$ cat config.mk
export PLATFORM = sky130hd
export DESIGN_NAME = life_automaton_torus_grid_top
export DESIGN_NICKNAME = d
export VERILOG_FILES = /design/src/rtl/life_pkg.sv /design/src/rtl/life_ram.sv /design/src/rtl/life_ctrl.sv /design/src/rtl/life_dp.sv /design/src/rtl/life_automaton_torus_grid_top.sv
export VERILOG_INCLUDE_DIRS = /design/src /design/src/rtl
export SDC_FILE = /design/constraint.sdc
export NUM_CORES = 1
export LEC_CHECK = 0
export ABC_CLOCK_PERIOD_IN_PS = 12200
export BUFFER_PORTS_ARGS = -buffer_cell sky130_fd_sc_hd__buf_4
export CORE_MARGIN = 5
export CORE_UTILIZATION = 55
export DETAILED_ROUTE_END_ITERATION = 10
export GPL_TIMING_DRIVEN = 0
export PLACE_DENSITY = 0.71
export SETUP_SLACK_MARGIN = 0.05
export SYNTH_ARGS = -nofsm -noshare
export SYNTH_HDL_FRONTEND = slang
export SYNTH_SLANG_ARGS = --single-unit
$ cat constraint.sdc
create_clock -name i_clk -period 12.2 [get_ports i_clk]
set_input_delay 0.61 -clock i_clk [delete_from_list [all_inputs] [get_ports i_clk]]
set_output_delay 0.61 -clock i_clk [all_outputs]
set_load 0.05 [all_outputs]
$ cat src/rtl/life_automaton_torus_grid_top_assert.svh
// Assertion macros for the torus life grid, empty when synthesized.
`ifndef LIFE_AUTOMATON_TORUS_GRID_TOP_ASSERT_SVH
`define LIFE_AUTOMATON_TORUS_GRID_TOP_ASSERT_SVH
`ifndef SYNTHESIS
// Same-cycle implication, checked outside reset.
`define LIFE_ASSERT_IMPLY(label, clk, rst_n, cond, expr, msg) \
    label: assert property (@(posedge clk) disable iff (!rst_n) (cond) |-> (expr)) \
        else $error(msg);
// Next-cycle implication, checked outside reset.
`define LIFE_ASSERT_NEXT(label, clk, rst_n, cond, expr, msg) \
    label: assert property (@(posedge clk) disable iff (!rst_n) (cond) |=> (expr)) \
        else $error(msg);
`else
`define LIFE_ASSERT_IMPLY(label, clk, rst_n, cond, expr, msg)
`define LIFE_ASSERT_NEXT(label, clk, rst_n, cond, expr, msg)
`endif
`endif

$ cat src/rtl/life_pkg.sv
// Shared types and codes for the torus life grid.
`default_nettype none
package life_pkg;

    // Operation codes of a request.
    localparam logic [2:0] OP_WRITE  = 3'd0;
    localparam logic [2:0] OP_TOGGLE = 3'd1;
    localparam logic [2:0] OP_CLEAR  = 3'd2;
    localparam logic [2:0] OP_STEP   = 3'd3;
    localparam logic [2:0] OP_READ   = 3'd4;

    // Rule constants: birth count and the survival count other than the birth count.
    localparam logic [3:0] CNT_BIRTH = 4'd3;
    localparam logic [3:0] CNT_KEEP  = 4'd2;

    typedef struct packed {
        logic [2:0] op;
        logic [4:0] cell_x;
        logic [4:0] cell_y;
        logic       cell_value;
    } t_req;

    typedef struct packed {
        logic       cell_state;
        logic [2:0] done_op;
    } t_rsp;

    // Commands from the controller to the datapath, one per cycle.
    typedef enum logic [3:0] {
        C_NONE,
        C_LATCH,
        C_CELL_RD,
        C_CELL_FIN,
        C_CLEAR,
        C_NOP_FIN,
        C_ST_RD_LAST,
        C_ST_RD_FIRST,
        C_ST_RD_SECOND,
        C_ST_CAP,
        C_ST_CELL,
        C_ST_WR,
        C_ST_NEXT,
        C_ST_FIN
    } t_cmd;

    // Status from the datapath's scan counters.
    typedef struct packed {
        logic x_last;
        logic y_last;
    } t_status;

    typedef enum logic [3:0] {
        S_IDLE,
        S_CELL_RD,
        S_CELL_FIN,
        S_CLEAR,
        S_NOP,
        S_ST_R0,
        S_ST_R1,
        S_ST_R2,
        S_ST_R3,
        S_ST_CELL,
        S_ST_WR,
        S_ST_NX,
        S_ST_DONE
    } t_state;

endpackage
`default_nettype wire

$ cat src/rtl/life_ram.sv
// Generic simple dual-port RAM with registered read.
`default_nettype none
module life_ram #(
    parameter int WIDTH = 20,
    parameter int DEPTH = 18
) (
    input  wire logic                     i_clk,
    input  wire logic                     i_we,
    input  wire logic [$clog2(DEPTH)-1:0] i_waddr,
    input  wire logic [WIDTH-1:0]         i_wdata,
    input  wire logic [$clog2(DEPTH)-1:0] i_raddr,
    output logic      [WIDTH-1:0]         o_rdata
);

    logic [WIDTH-1:0] r_mem [DEPTH];

    // One write and one registered read per cycle.
    always_ff @(posedge i_clk) begin
        if (i_we) begin
            r_mem[i_waddr] <= i_wdata;
        end
        o_rdata <= r_mem[i_raddr];
    end

endmodule
`default_nettype wire

$ cat src/rtl/life_ctrl.sv
// Controller state machine that sequences cell operations and generation steps.
`default_nettype none
module life_ctrl (
    input  wire logic             i_clk,
    input  wire logic             i_rst_n,
    input  wire logic             start,
    input  wire logic [2:0]       i_op,
    input  wire life_pkg::t_status i_status,
    output logic                  busy,
    output life_pkg::t_cmd        o_cmd
);
    import life_pkg::*;

    t_state r_state;
    t_state n_state;

    // State register.
    always_ff @(posedge i_clk) begin
        if (!i_rst_n) begin
            r_state <= S_IDLE;
        end else begin
            r_state <= n_state;
        end
    end

    // Next state.
    always_comb begin
        n_state = r_state;
        unique case (r_state)
            S_IDLE: begin
                if (start) begin
                    case (i_op) inside
                        OP_WRITE, OP_TOGGLE, OP_READ: n_state = S_CELL_RD;
                        OP_CLEAR:                     n_state = S_CLEAR;
                        OP_STEP:                      n_state = S_ST_R0;
                        default:                      n_state = S_NOP;
                    endcase
                end
            end
            S_CELL_RD:  n_state = S_CELL_FIN;
            S_CELL_FIN: n_state = S_IDLE;
            S_CLEAR:    n_state = S_IDLE;
            S_NOP:      n_state = S_IDLE;
            S_ST_R0:    n_state = S_ST_R1;
            S_ST_R1:    n_state = S_ST_R2;
            S_ST_R2:    n_state = S_ST_R3;
            S_ST_R3:    n_state = S_ST_CELL;
            S_ST_CELL: begin
                if (i_status.x_last) begin
                    n_state = S_ST_WR;
                end
            end
            S_ST_WR:    n_state = i_status.y_last ? S_ST_DONE : S_ST_NX;
            S_ST_NX:    n_state = S_ST_CELL;
            S_ST_DONE:  n_state = S_IDLE;
            default:    n_state = S_IDLE;
        endcase
    end

    // Command and handshake outputs.
    always_comb begin
        busy  = (r_state != S_IDLE);
        o_cmd = C_NONE;
        unique case (r_state)
            S_IDLE:     o_cmd = start ? C_LATCH : C_NONE;
            S_CELL_RD:  o_cmd = C_CELL_RD;
            S_CELL_FIN: o_cmd = C_CELL_FIN;
            S_CLEAR:    o_cmd = C_CLEAR;
            S_NOP:      o_cmd = C_NOP_FIN;
            S_ST_R0:    o_cmd = C_ST_RD_LAST;
            S_ST_R1:    o_cmd = C_ST_RD_FIRST;
            S_ST_R2:    o_cmd = C_ST_RD_SECOND;
            S_ST_R3:    o_cmd = C_ST_CAP;
            S_ST_CELL:  o_cmd = C_ST_CELL;
            S_ST_WR:    o_cmd = C_ST_WR;
            S_ST_NX:    o_cmd = C_ST_NEXT;
            S_ST_DONE:  o_cmd = C_ST_FIN;
            default:    o_cmd = C_NONE;
        endcase
    end

endmodule
`default_nettype wire

$ cat src/rtl/life_dp.sv
// Datapath: row memory, row valid bits, line buffers and the neighbor counter.
`default_nettype none
module life_dp #(
    parameter int GRID_WIDTH  = 20,
    parameter int GRID_HEIGHT = 18
) (
    input  wire logic             i_clk,
    input  wire logic             i_rst_n,
    input  wire life_pkg::t_cmd   i_cmd,
    input  wire life_pkg::t_req   i_req,
    output life_pkg::t_status     o_status,
    output logic                  o_strobe,
    output life_pkg::t_rsp        o_rsp
);
    import life_pkg::*;

    localparam int XW = $clog2(GRID_WIDTH);
    localparam int AW = $clog2(GRID_HEIGHT);

    t_req                  r_req;
    logic [GRID_HEIGHT-1:0] r_valid;
    logic                  r_vld_q;
    logic [GRID_WIDTH-1:0] r_prev;
    logic [GRID_WIDTH-1:0] r_cur;
    logic [GRID_WIDTH-1:0] r_next;
    logic [GRID_WIDTH-1:0] r_row0;
    logic [GRID_WIDTH-1:0] r_new;
    logic [XW-1:0]         r_x;
    logic [AW-1:0]         r_y;
    logic                  r_strobe;
    t_rsp                  r_rsp;

    logic                  ram_we;
    logic [AW-1:0]         ram_waddr;
    logic [GRID_WIDTH-1:0] ram_wdata;
    logic [AW-1:0]         ram_raddr;
    logic [GRID_WIDTH-1:0] ram_rdata;
    logic [GRID_WIDTH-1:0] row_rd;

    logic                  on_grid;
    logic [XW-1:0]         req_x;
    logic [AW-1:0]         req_y;
    logic                  old_bit;
    logic                  cell_bit;
    logic [GRID_WIDTH-1:0] cell_row;
    logic [AW:0]           y_plus2;
    logic                  y2_on_grid;
    logic [XW-1:0]         xm;
    logic [XW-1:0]         xp;
    logic [7:0]            nbrs;
    logic [3:0]            cnt;
    logic                  life_bit;

    life_ram #(
        .WIDTH (GRID_WIDTH),
        .DEPTH (GRID_HEIGHT)
    ) u_grid (
        .i_clk   (i_clk),
        .i_we    (ram_we),
        .i_waddr (ram_waddr),
        .i_wdata (ram_wdata),
        .i_raddr (ram_raddr),
        .o_rdata (ram_rdata)
    );

    // A row never written since reset or clear reads as all dead.
    assign row_rd = r_vld_q ? ram_rdata : '0;

    // Addressed cell of a single-cell request.
    assign on_grid = (32'(r_req.cell_x) < GRID_WIDTH) && (32'(r_req.cell_y) < GRID_HEIGHT);
    assign req_x   = XW'(r_req.cell_x);
    assign req_y   = AW'(r_req.cell_y);
    assign old_bit = row_rd[req_x];

    always_comb begin
        cell_row = row_rd;
        case (r_req.op)
            OP_WRITE:  cell_bit = r_req.cell_value;
            OP_TOGGLE: cell_bit = ~old_bit;
            default:   cell_bit = old_bit;
        endcase
        cell_row[req_x] = cell_bit;
    end

    // Row that follows the next one, for the line-buffer refill.
    assign y_plus2    = {1'b0, r_y} + (AW+1)'(2);
    assign y2_on_grid = (32'(y_plus2) < GRID_HEIGHT);

    // Wrapped neighbor columns and the B3/S23 rule for the scanned cell.
    assign xm = (r_x == '0) ? XW'(GRID_WIDTH - 1) : r_x - XW'(1);
    assign xp = (32'(r_x) == GRID_WIDTH - 1) ? '0 : r_x + XW'(1);
    assign nbrs = {r_prev[xm], r_prev[r_x], r_prev[xp], r_cur[xm], r_cur[xp],
                   r_next[xm], r_next[r_x], r_next[xp]};
    assign cnt      = 4'($countones(nbrs));
    assign life_bit = (cnt == CNT_BIRTH) || (r_cur[r_x] && (cnt == CNT_KEEP));

    assign o_status.x_last = (32'(r_x) == GRID_WIDTH - 1);
    assign o_status.y_last = (32'(r_y) == GRID_HEIGHT - 1);

    // Memory port control decoded from the command.
    always_comb begin
        ram_we    = 1'b0;
        ram_waddr = r_y;
        ram_wdata = r_new;
        ram_raddr = '0;
        unique case (i_cmd)
            C_CELL_RD:      ram_raddr = req_y;
            C_CELL_FIN: begin
                ram_we    = on_grid && ((r_req.op == OP_WRITE) || (r_req.op == OP_TOGGLE));
                ram_waddr = req_y;
                ram_wdata = cell_row;
            end
            C_ST_RD_LAST:   ram_raddr = AW'(GRID_HEIGHT - 1);
            C_ST_RD_FIRST:  ram_raddr = '0;
            C_ST_RD_SECOND: ram_raddr = AW'(1);
            C_ST_WR: begin
                ram_we    = 1'b1;
                ram_raddr = y_plus2[AW-1:0];
            end
            default: begin
                ram_raddr = '0;
            end
        endcase
    end

    // Control registers: row valid bits and the result strobe.
    always_ff @(posedge i_clk) begin
        if (!i_rst_n) begin
            r_valid  <= '0;
            r_strobe <= 1'b0;
        end else begin
            r_strobe <= (i_cmd == C_CELL_FIN) || (i_cmd == C_CLEAR) ||
                        (i_cmd == C_NOP_FIN) || (i_cmd == C_ST_FIN);
            if (i_cmd == C_CLEAR) begin
                r_valid <= '0;
            end else if (ram_we) begin
                r_valid[ram_waddr] <= 1'b1;
            end
        end
    end

    // Payload registers: request, line buffers, scan counters and result.
    always_ff @(posedge i_clk) begin
        r_vld_q <= (32'(ram_raddr) < GRID_HEIGHT) ? r_valid[ram_raddr] : 1'b0;
        unique case (i_cmd)
            C_LATCH: begin
                r_req <= i_req;
            end
            C_CELL_FIN: begin
                r_rsp.cell_state <= on_grid ? cell_bit : 1'b0;
                r_rsp.done_op    <= r_req.op;
            end
            C_CLEAR, C_NOP_FIN, C_ST_FIN: begin
                r_rsp.cell_state <= 1'b0;
                r_rsp.done_op    <= r_req.op;
            end
            C_ST_RD_FIRST: begin
                r_prev <= row_rd;
            end
            C_ST_RD_SECOND: begin
                r_cur <= row_rd;
            end
            C_ST_CAP: begin
                r_next <= row_rd;
                r_row0 <= r_cur;
                r_x    <= '0;
                r_y    <= '0;
            end
            C_ST_CELL: begin
                r_new[r_x] <= life_bit;
                r_x        <= o_status.x_last ? '0 : r_x + XW'(1);
            end
            C_ST_WR: begin
                r_prev <= r_cur;
                r_cur  <= r_next;
            end
            C_ST_NEXT: begin
                r_next <= y2_on_grid ? row_rd : r_row0;
                r_y    <= r_y + AW'(1);
                r_x    <= '0;
            end
            default: begin
                r_x <= r_x;
            end
        endcase
    end

    assign o_strobe = r_strobe;
    assign o_rsp    = r_rsp;

endmodule
`default_nettype wire

$ cat src/rtl/life_automaton_torus_grid_top.sv
// Top level of the toroidal B3/S23 life grid.
//
//  channel   direction  handshake            payload
//  request   in         start, busy          i_req  (op, cell_x, cell_y, cell_value)
//  result    out        o_strobe (one cycle) o_rsp  (cell_state, done_op)
//
// Write, toggle and read pass through a read state and a finish state before
// the result strobe; clear and unused codes use a single state. A generation
// step reads the grid, held one row per word in a single RAM, while the
// neighbor counter visits one cell per cycle along a row over three line
// buffers. Reset clears the row valid bits at once, so the grid reads as all
// dead with no clearing pass. The receiver cannot stall: each result shows
// for one cycle, while busy is already low.
`default_nettype none
`include "life_automaton_torus_grid_top_assert.svh"
module life_automaton_torus_grid_top #(
    parameter int GRID_WIDTH  = 20,
    parameter int GRID_HEIGHT = 18
) (
    input  wire logic           i_clk,
    input  wire logic           i_rst_n,
    input  wire logic           start,
    input  wire life_pkg::t_req i_req,
    output logic                busy,
    output logic                o_strobe,
    output life_pkg::t_rsp      o_rsp
);
    import life_pkg::*;

    t_cmd    cmd;
    t_status status;

    life_ctrl u_ctrl (
        .i_clk    (i_clk),
        .i_rst_n  (i_rst_n),
        .start    (start),
        .i_op     (i_req.op),
        .i_status (status),
        .busy     (busy),
        .o_cmd    (cmd)
    );

    life_dp #(
        .GRID_WIDTH  (GRID_WIDTH),
        .GRID_HEIGHT (GRID_HEIGHT)
    ) u_dp (
        .i_clk    (i_clk),
        .i_rst_n  (i_rst_n),
        .i_cmd    (cmd),
        .i_req    (i_req),
        .o_status (status),
        .o_strobe (o_strobe),
        .o_rsp    (o_rsp)
    );

    // A result only follows a cycle of work on a request.
    `LIFE_ASSERT_IMPLY(a_strobe_after_busy, i_clk, i_rst_n, o_strobe, $past(busy), "result without request")
    // An accepted request makes the block busy.
    `LIFE_ASSERT_NEXT(a_busy_after_accept, i_clk, i_rst_n, start && !busy, busy, "request not taken")
    // Clear and step always report a dead cell.
    `LIFE_ASSERT_IMPLY(a_step_state_zero, i_clk, i_rst_n, o_strobe && ((o_rsp.done_op == OP_STEP) || (o_rsp.done_op == OP_CLEAR)), !o_rsp.cell_state, "nonzero state on grid-wide operation")

endmodule
`default_nettype wire
# == Word-level counts from Yosys, hierarchy flattened ==
# Memories as Yosys holds them, arrays and structs flattened. A register that Yosys moved wholly into a read port is not among the register bits.
# Index checks and enable logic that the tools add are counted.
# Widths: inputs -> output; s select.
# word_totals
regBits,152
latchBits,0
ramBits,360
rom_bits,0
inputBits,17
output_inout_bits,6
wordCells,165
mem_count,1
# memory_table
name,words,word_bits,read_ports,rd_clocked_by_memory_dff,write_ports,line_no,text
u_dp.u_grid.r_mem,18,20,1,1,1,life_ram.sv:15,logic [WIDTH-1:0] r_mem [DEPTH];
# classes
add_sub_neg,11
n_mul,0
div_mod_pow,0
n_lt_le_gt_ge,13
n_eq_ne,36
shift,0
mux,57
n_bitwise,3
n_reduce_logical,27
# op_table
operator,count
$pmux 20 s2,3
$mux 20,3
$bmux 1 s5,11
$pmux 4 s13,1
$eq 4x4->1 const B,11
$bwmux 20,2
$lt 5x6->1 const B,6
$eq 4x3->1 const B,8
$pmux 4 s8,1
$eq 4x2->1 const B,6
$pmux 5 s2,2
$pmux 5 s4,1
$mux 1,19
$or 18x18->18,1
$mux 4,4
$demux 1 s5,3
$ge 5x1->1 const B,3
$lt 5x5->1 const B,3
$mux 5,3
$add 4x4->4,3
$add 5x1->5 const B,2
$eq 5x5->1 const B,2
$reduce_bool 2->1,5
$add 1x1->2,4
22 further kinds,40

# == Logic depth before layout (Yosys ltp) ==
# depth
word_depth,11
mapped_depth,20
depth_no_buf,17

# == Modules after synthesis ==
# A second synthesis with hierarchy kept.
# hier_totals
hier_cells,1547
area_unflattened_um2,23706.5
# modules_own_cells
mod,instances,cells_each,area_per_inst_um2
life_ram,1,673,14488.9
life_dp,1,820,8762.2
life_ctrl,1,54,455.4

# == Worst setup path after synthesis ==
# OpenSTA, ideal clock, no wires.
# synth_timing
path_type,register -> register
start,register u_dp.r_x[1]
end,register u_dp.r_new[0] (data pin)
t_arrival_ps,5211
required_ps,11968
setup_slack_ps,6757
path_stages_with_launch,20
path_buffers,5
cell_sequence,edfxtp_1 clkbuf_1 buf_1 inv_1 ha_1 clkbuf_1 clkbuf_1 clkbuf_1 mux4_2 nand3_1 nand4_1 ha_1 inv_1 fa_1 inv_1 fa_1 ha_1 fa_1 nor2_1 and3_1
# synth_via
elab_chain_len,11
word_cells_on_any_way,41
cone_classes,add/sub (9); order compare (2); eq/ne (3); mux (23); reduce/logical (4)
# synth_lines
element,line_no,text
from (decl),life_dp.sv:28,logic [XW-1:0] r_x;
from (signal assigned),life_dp.sv:171,r_x <= o_status.x_last ? '0 : r_x + XW'(1);
from (signal assigned),life_dp.sv:183,r_x <= r_x;
$add 5x1->5 / $eq 5x5->1 (equally long branches),life_dp.sv:91,assign xp = (32'(r_x) == GRID_WIDTH - 1) ? '0 : r_x + XW'(1);
$mux 5 *,life_dp.sv:91,
named net u_dp.xp[1],life_dp.sv:49,logic [XW-1:0] xp;
$bmux 1 s5 (on tied branches),"life_dp.sv:93, life_dp.sv:92",
$mux 1 (on tied branches),"life_dp.sv:93, life_dp.sv:92",
$add 1x1->2 (not written as such),life_dp.sv:94,assign cnt = 4'($countones(nbrs));
$add 4x4->4 (not written as such),life_dp.sv:94,
$add 4x4->4 (not written as such) *,life_dp.sv:94,
$eq 4x2->1,life_dp.sv:95,assign life_bit = (cnt == CNT_BIRTH) || (r_cur[r_x] && (cnt == CNT_KEEP));
$logic_and 1x1->1,life_dp.sv:95,
$logic_or 1x1->1 *,life_dp.sv:95,
named net u_dp.life_bit,life_dp.sv:52,logic life_bit;
$bwmux 20 *,life_dp.sv:170,r_new[r_x] <= life_bit;
"to (signal, indexed assignment)",life_dp.sv:170,
to (decl),life_dp.sv:27,logic [GRID_WIDTH-1:0] r_new;
# The timed path passes the listed nets; every way through them passes the cells marked *. The select of a mux whose other input is x is not followed.
# A chain may end at the register's enable or synchronous reset.

# == Final worst setup path ==
# layout_timing
start,register u_dp.r_x[1]
end,register u_dp.r_new[19] (data pin)
# Same word-level chain as after synthesis.

==> results by group <==
Routing
  • Initial DRC count: 1566
  • Routed wire per std cell: 26.02 um
  • Via Count: 15260
  • Wire length on met1: 24450 um
  • Top routing layer used: met4
  • DR DRC count: 0
  • Metal2 WL: 29810 um
  • DR pass1 iterations: 7
  • DR WL met3: 5341 um
  • Post-DR vias/cell: 6.413
  • Final ANT Viol Nets: 0
  • Routed Wire Length: 61900 um

Worst setup path
  • Worst Path Required: 12.47 ns
  • Worst setup SP type: flop
  • Source of the critical timing path: u_dp.r_x[1]
  • Critical Path Sink Type: flop
  • Crit Path Max Fanout: 20
  • FF-to-FF path depth: 20
  • Crit path DAT: 7.86 ns
  • Setup CP Type: reg -> reg
  • Reg2Reg Launch Point: u_dp.r_x[1]
  • R2R Setup Slk: 4.61 ns
  • Reg-to-reg endpoint: u_dp.r_new[19]
  • Worst setup endpoint: u_dp.r_new[19]

Clock tree
  • Hold Buf Count CTS: 0
  • Clock sink count: 532
  • Longest Clk Path Bufs: 3
  • Skew-Pair Late Insertion Delay: 0.60 ns
  • Setup bufs post-CTS: 0
  • CTS tree: done
  • Clock H-tree levels: 2
  • Cts repair resizes: 0
  • Root Buffer: clkbuf_16
  • Total CTS buffers: 53
  • Worst-path clk slew: 0.07 ns

Global routing
  • Largest net degree at the start of global routing: 29
  • First-pass GRT wire length: 93230 um
  • Initial antenna violation count: 0
  • Grt total ovfl: 0
  • Vias in the first global route: 15020
  • Gr usage total: 26.05%

Power and ir drop
  • Leak: 9.630 nW
  • VDD IR max: 136.2 uV
  • Power density cells: 146.8 nW/um^2

Placement
  • Input/output buffers: 22
  • Dpl hpwl: 43440 um
  • GPL Wtd Cong: 0.9470

Logic synthesis
  • Mean area per synthesized cell: 13.97 um^2
  • Main flop type after synthesis: edfxtp_1
  • Ys Warns: 0
  • Post-synthesis cell type count: 79
  • Mapped Cells: 1689
  • Synthesized cell area: 23600 um^2
  • Ys async rst share: 0%
  • Seq/Total Area, Yosys: 65.83%
  • Mapped Nets: 1724
  • Yosys reg bits: 532
  • Post-synth EDFFs: 488

Die
  • I/O pin cnt: 23
  • Width of the die: 217.1 um
  • Die area: 47150 um^2
  • Std-Cell Rows: 75
  • Initial Utilization: 55.89%
  • Die H: 217.1 um
  • Core Region: 42230 um^2

Timing
  • Slew at the pin closest to its max-slew limit: 1.336 ns
  • Fmax: 131.7 MHz
  • Final setup TNS: 0 ns
  • Worst Skew: 0.02420 ns
  • Final setup vio count: 0
  • Tmin final: 7.591 ns
  • Final Hold Slack: 0.1899 ns
  • Final hold vios: 0
  • Max Slew Vio Count: 0
  • RSZ-0062 raised after global routing: false
  • Slew HR: 10.92%
  • Crit share post-route: 62.22%

Final layout
  • Area grow syn2layout: 13.48%
  • Nets@finish: 1830
  • # diodes: 0
  • Layout cells sized above 1: 15.22%

Worst hold path
  • Hold crit path type: in -> reg
  • Min-delay src: i_req[0]

Status
  • Outcome: finished clean

Flow run
  • Max Cap Violations: 0
power by group:
group          total, mW  internal (mW)  switching [mW]
sequential          2.02           2.01          0.0164
combinational      0.266         0.0859           0.180
clock               1.64          0.978           0.665
metal layers:
metal	vias to the layer above	GRT usage [%]
li1	6735	-
met1	7611	35.39
met2	764	42.62
met3	146	4.558
met4	0	9.922
met5	-	0
final cells by class:
class	count	area [um^2]
Timing Repair Buffer	51	626.9
Inverter	18	67.56
Fill cell	3107	15450
Clock buffer	88	1602
Tap cell	539	674.4
Buffer	98	444.2
Sequential cell	532	15530
Multi-Input combinational cell	1041	7664
Clock inverter	12	168.9
synth_stat cells (8+ instances only):
library cell,instances,area [um^2]
ha_1,14,175.2
dfxtp_1,44,880.8
nor2b_1,16,100.1
edfxtp_1,488,14650
nor3_1,12,60.06
o21a_1,21,157.7
buf_1,10,37.54
nand2_1,211,792.0
o21ai_0,38,190.2
nand3_1,72,360.4
inv_1,17,63.81
clkbuf_1,45,168.9
a21o_1,47,352.8
mux2_2,12,135.1
nand4_1,17,106.4
buf_2,36,180.2
a32oi_1,15,131.4
o221ai_1,14,122.6
nor2_1,113,424.2
a32o_1,9,90.09
mux2i_1,177,1772
a31oi_1,21,131.4
o22ai_1,8,50.05
mux4_2,42,945.9
a21oi_1,50,250.2
cells in the final DEF (no fill, tap or decap), types with 8 or more instances in the layout:
cell	n
mux4_2	42
a21o_1	47
buf_4	32
o21a_1	21
nand4_1	17
dfxtp_1	44
nand2_1	211
mux2_2	12
a21oi_2	17
a32o_1	9
a21oi_1	37
buf_1	10
inv_1	17
clkbuf_8	8
ha_1	14
mux2i_1	177
clkbuf_16	56
clkbuf_1	69
edfxtp_1	488
o22ai_1	8
nor3_1	12
buf_8	16
nand3_1	72
nor2_1	94
a31oi_1	21
buf_2	36
a32oi_1	15
nor2b_1	16
o221ai_1	14
nor2_2	21
o21ai_0	35
logic make-up (layout without fill, tap and decap cells):
group,after synthesis,in the layout,synth area share [%]
AO/OA/AOI/OAI,300,300,9.114
flip-flops,532,532,65.83
XOR/XNOR,8,8,0.2969
multiplexers,232,232,12.20
adder cells (fa/ha/maj),18,18,1.082
buffers and inverters,116,267,2.168
AND/OR/NAND/NOR,483,483,9.315
state kept, by name, summed over array words and instances, names as in the netlist:
register / count
u_dp.u_grid.r_mem: 360
u_dp.o_strobe: 1
u_ctrl.r_state: 4
u_dp.r_x: 5
u_dp.r_valid: 18
u_dp.r_vld_q: 1
u_dp.r_y: 5
u_dp.r_req: 4
u_dp.r_next: 20
u_dp.req_y: 5
u_dp.r_cur: 20
u_dp.u_grid.o_rdata: 20
u_dp.req_x: 5
u_dp.r_new: 20
u_dp.r_row0: 20
u_dp.o_rsp: 4
u_dp.r_prev: 20
per-stage QoR:
step	worst slack (ns)	utilization [%]	total power [mW]	instance area, um^2	instances
final	4.609	63.42	3.933	26780	2379
after global routing	4.373	63.42	4.048	26780	2379
after CTS	4.701	63.36	3.945	26760	2378
after detailed placement	4.718	59.17	2.320	24990	2278
after global placement	4.876	57.88	2.310	24440	2250
after floorplan	6.757	-	2.218	23600	1689
worst max-delay path: stages (launching register included):
cell	delay, ns
edfxtp_1	0.43
clkbuf_1	0.53
buf_1	0.54
inv_1	0.19
ha_1	0.35
clkbuf_1	0.40
clkbuf_1	0.59
clkbuf_1	0.42
nand3_1	0.12
o2111ai_1	0.21
o2111ai_1	0.17
o31ai_1	0.55
ha_1	0.24
inv_1	0.06
fa_1	0.44
inv_1	0.09
fa_1	0.43
ha_1	0.23
fa_1	0.44
nor2_1	0.09
and3_1	0.72
how the worst min path moves through the flow:
stage / slack [ns] / depth (start not counted) / endpoint
2_1_floorplan: 0.43 / 0 / u_dp.o_rsp[2]
3_3_place_gp: 0.43 / 0 / u_dp.o_rsp[2]
3_5_place_dp: 0.44 / 0 / u_dp.o_rsp[1]
4_1_cts: 0.17 / 1 / u_dp.req_y[4]
5_1_grt: 0.18 / 1 / u_dp.req_y[4]
6_report: 0.19 / 1 / u_dp.r_req[0]
Note: power is estimated with default switching activity, not from simulation.
